## src/smr_pkg.sv

```systemverilog
// Shared sizes, register indexes, control structs and helpers for the spiral matrix reader.
// Used by smr_ctrl, smr_datapath and spiral_order_matrix_reader_top; depends on nothing.
package smr_pkg;

  // Matrix limits and derived widths.
  localparam int MAX_ROWS    = 8;
  localparam int MAX_COLUMNS = 8;
  localparam int DEPTH       = MAX_ROWS * MAX_COLUMNS;
  localparam int ADDR_W      = $clog2(DEPTH);
  localparam int COUNT_W     = $clog2(DEPTH + 1);
  localparam int POS_W       = $clog2((MAX_ROWS > MAX_COLUMNS) ? MAX_ROWS : MAX_COLUMNS);
  localparam int DIM_W       = 4;
  localparam int TOTAL_W     = 2 * DIM_W;
  localparam int DATA_W      = 32;

  // Configuration port.
  localparam int CFG_INDEX_W = 1;
  localparam int CFG_DATA_W  = DIM_W;
  localparam logic [CFG_INDEX_W-1:0] REG_ROW_COUNT    = 1'd0;
  localparam logic [CFG_INDEX_W-1:0] REG_COLUMN_COUNT = 1'd1;
  localparam logic [DIM_W-1:0] DIM_RESET   = 4'd8;
  localparam logic [DIM_W-1:0] ROWS_MAX    = DIM_W'(MAX_ROWS);
  localparam logic [DIM_W-1:0] COLUMNS_MAX = DIM_W'(MAX_COLUMNS);

  // Commands from the controller to the datapath.
  typedef struct packed {
    logic load;     // write the incoming element and bump the load count
    logic start;    // clear the load count and set the walker to the outer ring
    logic read;     // read the store at the walker position
    logic advance;  // step the walker to the next spiral position
  } ctrl_cmd_t;

  // Status from the datapath to the controller.
  typedef struct packed {
    logic load_done;  // the element now arriving completes the matrix
    logic last;       // the walker sits on the final spiral position
  } dp_status_t;

  // A zero dimension counts as one, and an oversized one as the limit.
  function automatic logic [DIM_W-1:0] clamp_dim(input logic [DIM_W-1:0] value,
                                                 input logic [DIM_W-1:0] maxv);
    logic [DIM_W-1:0] res;
    if (value == '0) begin
      res = DIM_W'(1);
    end else if (value > maxv) begin
      res = maxv;
    end else begin
      res = value;
    end
    return res;
  endfunction

endpackage

```

## src/smr_ctrl.sv

```systemverilog
// Controller state machine for the spiral matrix reader.
// Depends on smr_pkg for the command and status structs.
module smr_ctrl (
  input  logic               clk,
  input  logic               rst,
  input  logic               in_valid,
  input  logic               out_stall,
  input  smr_pkg::dp_status_t status,
  output smr_pkg::ctrl_cmd_t  cmd,
  output logic               in_stall,
  output logic               out_valid
);

  typedef enum logic [1:0] {
    ST_LOAD,
    ST_READ,
    ST_SHOW
  } state_t;

  state_t state;
  state_t state_next;

  // The state register is the only storage here.
  always_ff @(posedge clk) begin
    if (rst) begin
      state <= ST_LOAD;
    end else begin
      state <= state_next;
    end
  end

  // Commands and next state.
  always_comb begin
    cmd        = '0;
    state_next = state;
    in_stall   = 1'b1;
    out_valid  = 1'b0;
    case (state)
      ST_LOAD: begin
        in_stall = 1'b0;
        if (in_valid) begin
          cmd.load = 1'b1;
          if (status.load_done) begin
            cmd.start  = 1'b1;
            state_next = ST_READ;
          end
        end
      end
      ST_READ: begin
        cmd.read   = 1'b1;
        state_next = ST_SHOW;
      end
      ST_SHOW: begin
        out_valid = 1'b1;
        if (!out_stall) begin
          if (status.last) begin
            state_next = ST_LOAD;
          end else begin
            cmd.advance = 1'b1;
            state_next  = ST_READ;
          end
        end
      end
      default: begin
        state_next = ST_LOAD;
      end
    endcase
  end

endmodule

```

## src/smr_datapath.sv

```systemverilog
// Datapath of the spiral matrix reader: configuration registers, element store,
// load counter and the spiral walker. Depends on smr_pkg.
module smr_datapath (
  input  logic                               clk,
  input  logic                               rst,
  input  logic                               cfg_we,
  input  logic [smr_pkg::CFG_INDEX_W-1:0]    cfg_index,
  input  logic [smr_pkg::CFG_DATA_W-1:0]     cfg_data,
  input  logic signed [smr_pkg::DATA_W-1:0]  element_value,
  input  smr_pkg::ctrl_cmd_t                 cmd,
  output smr_pkg::dp_status_t                status,
  output logic signed [smr_pkg::DATA_W-1:0]  out_value
);

  localparam int EXT_W  = smr_pkg::POS_W + 1;
  localparam int PROD_W = smr_pkg::POS_W + smr_pkg::DIM_W;

  typedef enum logic [1:0] {
    SIDE_TOP,
    SIDE_RIGHT,
    SIDE_BOTTOM,
    SIDE_LEFT
  } side_t;

  logic [smr_pkg::DIM_W-1:0]   row_count;
  logic [smr_pkg::DIM_W-1:0]   column_count;
  logic [smr_pkg::DIM_W-1:0]   rows_used;
  logic [smr_pkg::DIM_W-1:0]   cols_used;
  logic [smr_pkg::TOTAL_W-1:0] total;
  logic [smr_pkg::COUNT_W-1:0] loaded_count;
  logic [smr_pkg::COUNT_W-1:0] count_inc;
  logic                        load_done;
  logic                        walk_last;

  logic signed [smr_pkg::DATA_W-1:0] store [smr_pkg::DEPTH];
  logic [PROD_W-1:0]                 addr_full;
  logic [smr_pkg::ADDR_W-1:0]        rd_addr;

  logic [smr_pkg::POS_W-1:0] top, left, bottom, right, pos_r, pos_c;
  logic [smr_pkg::POS_W-1:0] top_next, left_next, bottom_next, right_next;
  logic [smr_pkg::POS_W-1:0] pos_r_next, pos_c_next;
  side_t                     side, side_next;
  logic                      ring_end, more_rings;
  logic [EXT_W-1:0]          top_x, left_x, bottom_x, right_x, r_x, c_x;

  // Configuration registers.
  always_ff @(posedge clk) begin
    if (rst) begin
      row_count    <= smr_pkg::DIM_RESET;
      column_count <= smr_pkg::DIM_RESET;
    end else if (cfg_we) begin
      case (cfg_index)
        smr_pkg::REG_ROW_COUNT:    row_count    <= cfg_data;
        smr_pkg::REG_COLUMN_COUNT: column_count <= cfg_data;
        default: ;
      endcase
    end
  end

  // Dimensions in use and the element total.
  always_comb begin
    rows_used = smr_pkg::clamp_dim(row_count, smr_pkg::ROWS_MAX);
    cols_used = smr_pkg::clamp_dim(column_count, smr_pkg::COLUMNS_MAX);
    total     = smr_pkg::TOTAL_W'(rows_used) * smr_pkg::TOTAL_W'(cols_used);
    count_inc = loaded_count + smr_pkg::COUNT_W'(1);
    load_done = smr_pkg::TOTAL_W'(count_inc) >= total;
  end

  // Status back to the controller.
  assign status = '{load_done: load_done, last: walk_last};

  // Load counter.
  always_ff @(posedge clk) begin
    if (rst) begin
      loaded_count <= '0;
    end else if (cmd.start) begin
      loaded_count <= '0;
    end else if (cmd.load) begin
      loaded_count <= count_inc;
    end
  end

  // Element store: one write port for loading, one registered read port.
  always_ff @(posedge clk) begin
    if (cmd.load) begin
      store[loaded_count[smr_pkg::ADDR_W-1:0]] <= element_value;
    end
    if (cmd.read) begin
      out_value <= store[rd_addr];
    end
  end

  // Row-major address of the walker position.
  always_comb begin
    addr_full = PROD_W'(pos_r) * PROD_W'(cols_used) + PROD_W'(pos_c);
    rd_addr   = addr_full[smr_pkg::ADDR_W-1:0];
  end

  // Next spiral position from the current side and the ring bounds.
  always_comb begin
    top_x    = {1'b0, top};
    left_x   = {1'b0, left};
    bottom_x = {1'b0, bottom};
    right_x  = {1'b0, right};
    r_x      = {1'b0, pos_r};
    c_x      = {1'b0, pos_c};

    side_next   = side;
    pos_r_next  = pos_r;
    pos_c_next  = pos_c;
    top_next    = top;
    left_next   = left;
    bottom_next = bottom;
    right_next  = right;
    ring_end    = 1'b0;

    case (side)
      SIDE_TOP: begin
        if (c_x < right_x) begin
          pos_c_next = pos_c + smr_pkg::POS_W'(1);
        end else if (top_x < bottom_x) begin
          side_next  = SIDE_RIGHT;
          pos_r_next = top + smr_pkg::POS_W'(1);
        end else begin
          ring_end = 1'b1;
        end
      end
      SIDE_RIGHT: begin
        if (r_x < bottom_x) begin
          pos_r_next = pos_r + smr_pkg::POS_W'(1);
        end else if (left_x < right_x) begin
          side_next  = SIDE_BOTTOM;
          pos_c_next = right - smr_pkg::POS_W'(1);
        end else begin
          ring_end = 1'b1;
        end
      end
      SIDE_BOTTOM: begin
        if (c_x > left_x) begin
          pos_c_next = pos_c - smr_pkg::POS_W'(1);
        end else if (bottom_x > top_x + EXT_W'(1)) begin
          side_next  = SIDE_LEFT;
          pos_r_next = bottom - smr_pkg::POS_W'(1);
        end else begin
          ring_end = 1'b1;
        end
      end
      SIDE_LEFT: begin
        if (r_x > top_x + EXT_W'(1)) begin
          pos_r_next = pos_r - smr_pkg::POS_W'(1);
        end else begin
          ring_end = 1'b1;
        end
      end
      default: begin
        ring_end = 1'b1;
      end
    endcase

    // Another ring exists only if both spans still hold at least one cell.
    more_rings = (top_x + EXT_W'(2) <= bottom_x) && (left_x + EXT_W'(2) <= right_x);

    if (ring_end) begin
      side_next   = SIDE_TOP;
      top_next    = top + smr_pkg::POS_W'(1);
      left_next   = left + smr_pkg::POS_W'(1);
      bottom_next = bottom - smr_pkg::POS_W'(1);
      right_next  = right - smr_pkg::POS_W'(1);
      pos_r_next  = top + smr_pkg::POS_W'(1);
      pos_c_next  = left + smr_pkg::POS_W'(1);
    end

    walk_last = ring_end && !more_rings;
  end

  // Walker registers: set to the outer ring at start, stepped on advance.
  always_ff @(posedge clk) begin
    if (cmd.start) begin
      side   <= SIDE_TOP;
      top    <= '0;
      left   <= '0;
      bottom <= smr_pkg::POS_W'(rows_used - smr_pkg::DIM_W'(1));
      right  <= smr_pkg::POS_W'(cols_used - smr_pkg::DIM_W'(1));
      pos_r  <= '0;
      pos_c  <= '0;
    end else if (cmd.advance) begin
      side   <= side_next;
      top    <= top_next;
      left   <= left_next;
      bottom <= bottom_next;
      right  <= right_next;
      pos_r  <= pos_r_next;
      pos_c  <= pos_c_next;
    end
  end

endmodule

```

## src/spiral_order_matrix_reader_top.sv

```systemverilog
// Spiral matrix reader: loads a matrix in row-major order and replays it in
// clockwise spiral order from the outer ring inward.
//
// Input channel (in_valid / in_stall / element_value): one signed 32-bit element
// per request, row-major. in_stall is low while the block is loading.
// Output channel (out_valid / out_stall / out_value / is_final): one element per
// request in spiral order; is_final marks the last element of a run.
// Configuration: cfg_we writes cfg_data to register cfg_index (0 = row_count,
// 1 = column_count). A zero dimension counts as one, a value above eight as eight.
//
// Each accepted element is written to the element store. The request that
// completes the matrix starts the run. Each result is read from the store into
// a register (ST_READ) and then presented (ST_SHOW). Input is stalled for the
// whole run. When the receiver stalls, the current result holds until it is
// taken. Reset clears the load count and sets both dimensions to eight; the
// element store is not cleared. No run reads an entry that was not loaded, if
// the user does not write the dimensions mid-run; the block does not enforce it.
module spiral_order_matrix_reader_top (
  input  logic                               clk,
  input  logic                               rst,
  input  logic                               cfg_we,
  input  logic [smr_pkg::CFG_INDEX_W-1:0]    cfg_index,
  input  logic [smr_pkg::CFG_DATA_W-1:0]     cfg_data,
  input  logic                               in_valid,
  output logic                               in_stall,
  input  logic signed [smr_pkg::DATA_W-1:0]  element_value,
  output logic                               out_valid,
  input  logic                               out_stall,
  output logic signed [smr_pkg::DATA_W-1:0]  out_value,
  output logic                               is_final
);

  smr_pkg::ctrl_cmd_t  cmd;
  smr_pkg::dp_status_t status;

  // Sequencer.
  smr_ctrl u_ctrl (
    .clk       (clk),
    .rst       (rst),
    .in_valid  (in_valid),
    .out_stall (out_stall),
    .status    (status),
    .cmd       (cmd),
    .in_stall  (in_stall),
    .out_valid (out_valid)
  );

  // Store, counters and walker.
  smr_datapath u_datapath (
    .clk           (clk),
    .rst           (rst),
    .cfg_we        (cfg_we),
    .cfg_index     (cfg_index),
    .cfg_data      (cfg_data),
    .element_value (element_value),
    .cmd           (cmd),
    .status        (status),
    .out_value     (out_value)
  );

  // The final flag follows the walker, which holds still while a result waits.
  assign is_final = status.last;

endmodule
```

## config.mk

```make
export PLATFORM = sky130hd
export DESIGN_NAME = spiral_order_matrix_reader_top
export DESIGN_NICKNAME = d
export VERILOG_FILES = /design/src/smr_pkg.sv /design/src/smr_ctrl.sv /design/src/smr_datapath.sv /design/src/spiral_order_matrix_reader_top.sv
export SDC_FILE = /design/constraint.sdc
export NUM_CORES = 2
export LEC_CHECK = 0
export BUFFER_PORTS_ARGS = -buffer_cell sky130_fd_sc_hd__clkbuf_2
export CORE_UTILIZATION = 45
export DETAILED_ROUTE_END_ITERATION = 16
export PLACE_DENSITY = 0.58
export SKIP_LAST_GASP = 1
export SLEW_MARGIN = 20
export SYNTH_ARGS = -nofsm -noshare
export SYNTH_HDL_FRONTEND = slang
export SYNTH_SLANG_ARGS = --single-unit
```

## constraint.sdc

```tcl
create_clock -name clk -period 5.2 [get_ports clk]
set_input_delay 0.52 -clock clk [delete_from_list [all_inputs] [get_ports clk]]
set_output_delay 0.52 -clock clk [all_outputs]
set_load 0.01 [all_outputs]
```

==> After elaboration in Yosys (flattened, before gate mapping) <==
Memory sizes are Yosys's and may differ from the RTL's. A register that Yosys moved wholly into a read port is not among the register bits.
Cells that the tools add are included.
{ "word_totals": {"mem_bits_ro": 0, "latchBits": 0, "ramBits": 2048, "memories": 1, "inputBits": 42, "wordCells": 135, "output_inout_bits": 35, "register_bits": 37} }
{ "mem_list": {"columns": ["name", "depth", "word_bits", "rd", "rd_ports_with_merged_regs", "write_ports", "line_no", "rtl"], "rows": [
  ["u_datapath.store", 64, 32, 1, 1, 1, "smr_datapath.sv:35", "logic signed [smr_pkg::DATA_W-1:0] store [smr_pkg::DEPTH];"]
]} }
{ "classes": {"multipliers": 2, "mux": 56, "bitwise_logic": 1, "add_sub_neg": 15, "n_shift": 0, "n_eq_ne": 18, "reduce_logical": 19, "order_cmp": 12, "div_mod_pow": 0} }
{ "op_table": {"columns": ["cell", "count"], "rows": [
  ["$mux 3", 18],
  ["$mux 2", 12],
  ["$ne 3x1->1 const B", 7],
  ["$sub 3x1->3 const B", 6],
  ["$mux 1", 17],
  ["$mux 4", 4],
  ["$add 3x1->3 const B", 4],
  ["$lt 3x3->1", 4],
  ["$pmux 2 s3", 2],
  ["$pmux 3 s4", 1],
  ["$ne 3x2->1 const B", 3],
  ["$pmux 3 s3", 1],
  ["$add 3x2->4 const B", 2],
  ["$ge 7x8->1", 1],
  ["$gt 3x4->1", 2],
  ["$gt 4x4->1 const B", 2],
  ["$le 4x3->1", 2],
  ["$logic_not 4->1", 2],
  ["$mul 4x4->8", 1],
  ["$reduce_and 2->1", 4],
  ["$reduce_and 8->1", 1],
  ["$add 7x1->7 const B", 1],
  ["$reduce_and 7->1", 1],
  ["$add 6x3->6", 1],
  ["17 further kinds", 24]
]} }

==> Longest topological paths before layout <==
{ "depth": {"depth_word": 11, "ltp_mapped": 19, "ltp_nobuf": 18} }

==> By module <==
From an unflattened synthesis, not the netlist that was laid out.
{ "hier_totals": {"hier_cells": 3825, "area_unflattened_um2": 83147.2} }
{ "by_module_without_submodules": {"columns": ["mod", "seq_area_each_um2", "area_each_um2", "cells_per_inst", "n_inst"], "rows": [
  ["smr_datapath", 63220.6, 83013.4, 3808, 1],
  ["smr_ctrl", 40.0, 133.9, 17, 1]
]} }

==> Least setup slack after synthesis <==
OpenSTA, ideal clock, no wires.
{ "synth_path": {"path_kind": "register -> register", "start": "register u_datapath.column_count[3] in the netlist's numbering", "end": "register u_datapath.bottom[0] in the netlist's numbering, enable pin", "setup_ps": 318, "required_time_ps": 4882, "path_buffers": 1, "path_slack_ps": 930, "path_stages_with_launch": 17, "period_less_slack_ps": 4270, "t_arrival_ps": 3952, "cell_sequence": "dfxtp_1 buf_2 nor2b_1 nand2b_1 fa_1 inv_1 fa_1 fa_1 a21o_1 a21oi_1 xor2_1 ha_1 a21o_1 a31oi_1 nor4_4 inv_1 nand2_1"} }
{ "synth_via": {"elab_chain_len": 10, "word_cells_on_any_way": 12, "classes_between": "mul (1); order compare (2); mux (5); reduce/logical (4)"} }
{ "synth_lines": {"columns": ["item", "line_no", "rtl"], "rows": [
  ["start: declaration", "smr_datapath.sv:26", "logic [smr_pkg::DIM_W-1:0] column_count;"],
  ["start signal: assignment", "smr_datapath.sv:50", "column_count <= smr_pkg::DIM_RESET;"],
  ["start signal: assignment", "smr_datapath.sv:54", "smr_pkg::REG_COLUMN_COUNT: column_count <= cfg_data;"],
  ["$gt 4x4->1", "smr_pkg.sv:45", "end else if (value > maxv) begin"],
  ["$mux 4", "smr_pkg.sv:45", null],
  ["$mux 4 (*)", "smr_pkg.sv:43", "if (value == '0) begin"],
  ["$mul 4x4->8 (*)", "smr_datapath.sv:64", "total = smr_pkg::TOTAL_W'(rows_used) * smr_pkg::TOTAL_W'(cols_used);"],
  ["$ge 7x8->1 (*)", "smr_datapath.sv:66", "load_done = smr_pkg::TOTAL_W'(count_inc) >= total;"],
  ["$mux 1 (*)", "smr_ctrl.sv:43", "if (status.load_done) begin"],
  ["$mux 2 (*)", "smr_ctrl.sv:41", "if (in_valid) begin"],
  ["$mux 2 (*)", "smr_ctrl.sv:38", "case (state)"],
  ["$reduce_bool 2->1 (no line)", null, null],
  ["$reduce_and 2->1 (no line) (*)", null, null],
  ["end signal: assignment", "smr_datapath.sv:182", "bottom <= smr_pkg::POS_W'(rows_used - smr_pkg::DIM_W'(1));"],
  ["end signal: assignment", "smr_datapath.sv:190", "bottom <= bottom_next;"],
  ["end: declaration", "smr_datapath.sv:39", "logic [smr_pkg::POS_W-1:0] top, left, bottom, right, pos_r, pos_c;"]
]} }
Mark *: on every way between the ends. The rest lies on a longest branch, timed or not.
A chain may end at the register's enable or synchronous reset.

==> Final worst setup path <==
{ "layout_path": {"start": "register u_datapath.column_count[3] in the netlist's numbering", "end": "register u_datapath.out_value[8] in the netlist's numbering (read register of u_datapath.store) (data pin)"} }
{ "layout_via": {"elab_chain_len": 5, "word_cells_on_any_way": 6, "classes_between": "add/sub (1); mul (1); order compare (1); mux (2); reduce/logical (1)"} }
{ "layout_lines": {"columns": ["item", "line_no", "rtl"], "rows": [
  ["$gt 4x4->1", "smr_pkg.sv:45", null],
  ["$mux 4", "smr_pkg.sv:45", null],
  ["$mux 4 (*)", "smr_pkg.sv:43", null],
  ["$mul 3x4->6 (*)", "smr_datapath.sv:95", "addr_full = PROD_W'(pos_r) * PROD_W'(cols_used) + PROD_W'(pos_c);"],
  ["$add 6x3->6 (*)", "smr_datapath.sv:95", null],
  ["end: declaration", "smr_datapath.sv:12", "output logic signed [smr_pkg::DATA_W-1:0] out_value"]
]} }
Marked as above.

==> out/results.ini <==
[run_status]
status = finished, final reports clean

[detailed_routing]
viasPerCell = 6.01
firstDrtPassIters = 7
postRouteAntennaNets = 0
drt-wirelength-per-cell_um = 32.4
drc = 0
routed_wl_um = 219000
drtIter0Drc = 4391
num_vias = 40600

[grt]
grt_first_pass_wirelength_um = 311000
grt_max_degree = 65
overflow = 0
grt_util_all_layers_pct = 23.8
grt_pass1_vias = 41200
antenna_found_initial = 4

[clock_tree]
cts_tree = done
cts_sinks = 2117
cts_max_level = 4
clk_latency_ps = 830
clock_path_buffers = 3
clk_pin_slew_ps = 60
root_buffer = clkbuf_16
numCtsBuffers = 206

[worst_setup_path]
path_class = register to register
cp_max_fo = 47
r2r_slack_ps = 230
rr_startpoint = u_datapath.column_count[3]
end_kind = register
cp_data_arrival_time_ps = 5660
reg2reg_depth = 17
crit_path_start_kind = register
cp.required_ps = 5890
r2r_end = u_datapath.out_value[8]

[yosys]
synth_top_area_share_pct = 75.7
syn_inst = 3815
synth_commonest_cells = edfxtp_1 (2086), mux4_2 (526), nand2_1 (232), mux2i_1 (146), nor2_1 (110)
synth-seq-area-share_pct = 76.5
synth_cell_types = 64
synthTopCellsByArea = edfxtp_1 (76%), mux4_2 (14%), mux2i_1 (1.8%), nand2_1 (1.1%), ha_1 (0.97%)
synth_edf_count = 2086
synth_ff_type = edfxtp_1
syn_area_um2 = 82700
yosysMostFrequentCell = edfxtp_1
yosys_warnings = 0
async_flop_share_pct = 0
yosys.area.top_type = edfxtp_1
ys_ff_latch = 2117
synth_nets = 3933
syn_area_per_cell_um2 = 21.7

[die]
die-height_um = 431
die_area_um2 = 186000
dieWidth_um = 431
boundaryPins = 77
core_um2 = 182000
start_util_pct = 45.5
core.rowCount = 156

[finish]
finish.net_count = 4256
final_cells = 6756
final_layout_size_suffix_gt1_share_pct = 27.7
fill_cells = 14100
syn_to_final_growth_pct = 14.4

[timing]
fin_crit_ps = 4970
finalCritPeriodShare_pct = 95.5
setup_viol = 0
fin_setup_tns_ps = 0
tightest_slew_ps = 1100
finalHoldViolCount = 0
skew_ps = 36.8
drv_slew = 0
rsz0062_at_grt = false
maxSlewHeadroom_pct = 26.4
fmax_ghz = 0.201

[power_and_ir_drop]
power_density_nw_per_um2 = 422
ir_worst_vdd_mv = 0.389
power.leakage_nw = 30.2
power.total_w = 0.0399

[hold_path]
holdPathStages = 2
min_path_type = input port to register
worstHoldEndpoint = u_datapath.column_count[0]
hold_path_startpoint = rst

[flow_run]
maxCapViolCount = 0

[placed_design]
dp_cells = 6370
port_buffers = 76
gp_congestion = 0.819
dp_hpwl_um = 130000

worst max path at each step:
stage                               start                 endpoint  slack (ps)  cells after the start
6_report       u_datapath.column_count[3]  u_datapath.out_value[8]         230                     17
3_3_place_gp   u_datapath.column_count[1]  u_datapath.out_value[8]         130                     18
2_1_floorplan  u_datapath.column_count[3]     u_datapath.bottom[0]         930                     16
4_1_cts        u_datapath.column_count[3]  u_datapath.out_value[8]         120                     17
3_5_place_dp   u_datapath.column_count[3]  u_datapath.out_value[8]         190                     17
5_1_grt        u_datapath.column_count[1]  u_datapath.out_value[8]          10                     16
cell type report:
cell class | count | area [um^2] | area share (%)
Antenna cell | 3 | 7.51 | 0.00793
Clock buffer | 265 | 5480 | 5.79
Clock inverter | 109 | 988 | 1.04
Inverter | 47 | 176 | 0.186
Multi-Input combinational cell | 1458 | 19000 | 20.1
Sequential cell | 2117 | 63300 | 66.9
Tap cell | 2449 | 3060 | 3.24
Timing Repair Buffer | 308 | 2660 | 2.81
report_power, final:
group	total (W)	internal, W	switching (W)
Sequential	0.0190	0.0189	0.0000654
Combinational	0.00645	0.00297	0.00348
Clock	0.0145	0.00816	0.00634
stage by stage:
step                      hold WS [ps]  util (%)  instance area (um^2)  worst slack [ps]
after global routing              72.3      52.1                 94600              13.5
final                             79.1      52.1                 94600               232
after floorplan                    437         -                 82700               930
after CTS                         22.6      52.1                 94600               119
after global placement             455      48.4                 88000               134
after detailed placement           459      48.4                 88000               187
repair_timing:
item | 4_1_cts | 5_1_grt
gates resized for setup | 0 | 1
buffers inserted | 0 | 0
endpoints found under the setup margin | 0 | 1
hold buffers | 9 | 0
hold endpoints to repair | 16 | 0
state kept, by name, indices dropped and copies added, names as in the netlist:
register / flops
u_ctrl.state: 2
u_datapath.bottom: 3
u_datapath.column_count: 4
u_datapath.left: 3
u_datapath.loaded_count: 7
u_datapath.out_value: 32
u_datapath.pos_c: 3
u_datapath.pos_r: 3
u_datapath.right: 3
u_datapath.row_count: 4
u_datapath.side: 2
u_datapath.store: 2048
u_datapath.top: 3
logic make-up after synthesis:
logic type / synth area share, %
flops: 76.5
simple gates: 2.62
fa+ha+maj: 1.26
buf+inv: 1.30
compound gates: 1.91
mux: 16.1
xor+xnor: 0.351
cells in the final DEF (no fill, tap or decap), types with 6 or more instances in the layout:
| cell | netlist | routed |
|---|---|---|
| edfxtp_1 | 2086 | 2086 |
| mux4_2 | 526 | 526 |
| nand2_1 | 232 | 232 |
| clkbuf_16 | 0 | 210 |
| buf_4 | 20 | 183 |
| mux2i_1 | 146 | 146 |
| clkbuf_2 | 0 | 69 |
| nor2_4 | 0 | 65 |
| ha_1 | 64 | 62 |
| a32oi_1 | 53 | 53 |
| clkbuf_1 | 85 | 53 |
| clkinv_1 | 0 | 48 |
| inv_1 | 47 | 47 |
| nor2_1 | 110 | 46 |
| buf_12 | 0 | 41 |
| clkinv_2 | 0 | 33 |
| and3_1 | 32 | 32 |
| nand3_1 | 31 | 31 |
| dfxtp_1 | 31 | 31 |
| a221oi_1 | 29 | 28 |
| a32o_1 | 25 | 25 |
| xnor2_1 | 20 | 19 |
| a21oi_1 | 20 | 19 |
| and2_1 | 18 | 18 |
| o21ai_0 | 16 | 16 |
| bufinv_16 | 0 | 15 |
| nor2b_1 | 15 | 14 |
| fa_1 | 12 | 12 |
| xor2_1 | 10 | 9 |
| dlygate4sd3_1 | 0 | 9 |
| or3_1 | 8 | 8 |
| a31oi_1 | 8 | 8 |
| nand2b_1 | 7 | 7 |
| o211ai_1 | 7 | 7 |
| buf_2 | 75 | 6 |
routing by layer:
metal	wire, um	track usage (%)	vias up
li1	-	-	16600
met1	93300	34.2	22100
met2	105000	37.6	1589
met3	15000	4.02	324
met4	5970	6.73	4
met5	23	0	-
worst max-delay path: stages, from the launching register on:
cell and delay (ps):
dfxtp_1 350, buf_4 160, nor2_1 60, and2_1 160, fa_1 500, inv_1 60, fa_1 540, inv_1 60
ha_1 260, a21o_1 200, a21oi_4 240, xor2_4 230, buf_12 330, buf_4 260, nand2_1 60, a32o_1 250
a221oi_1 730, and3_1 270
Power figures use the tool's default switching activity.
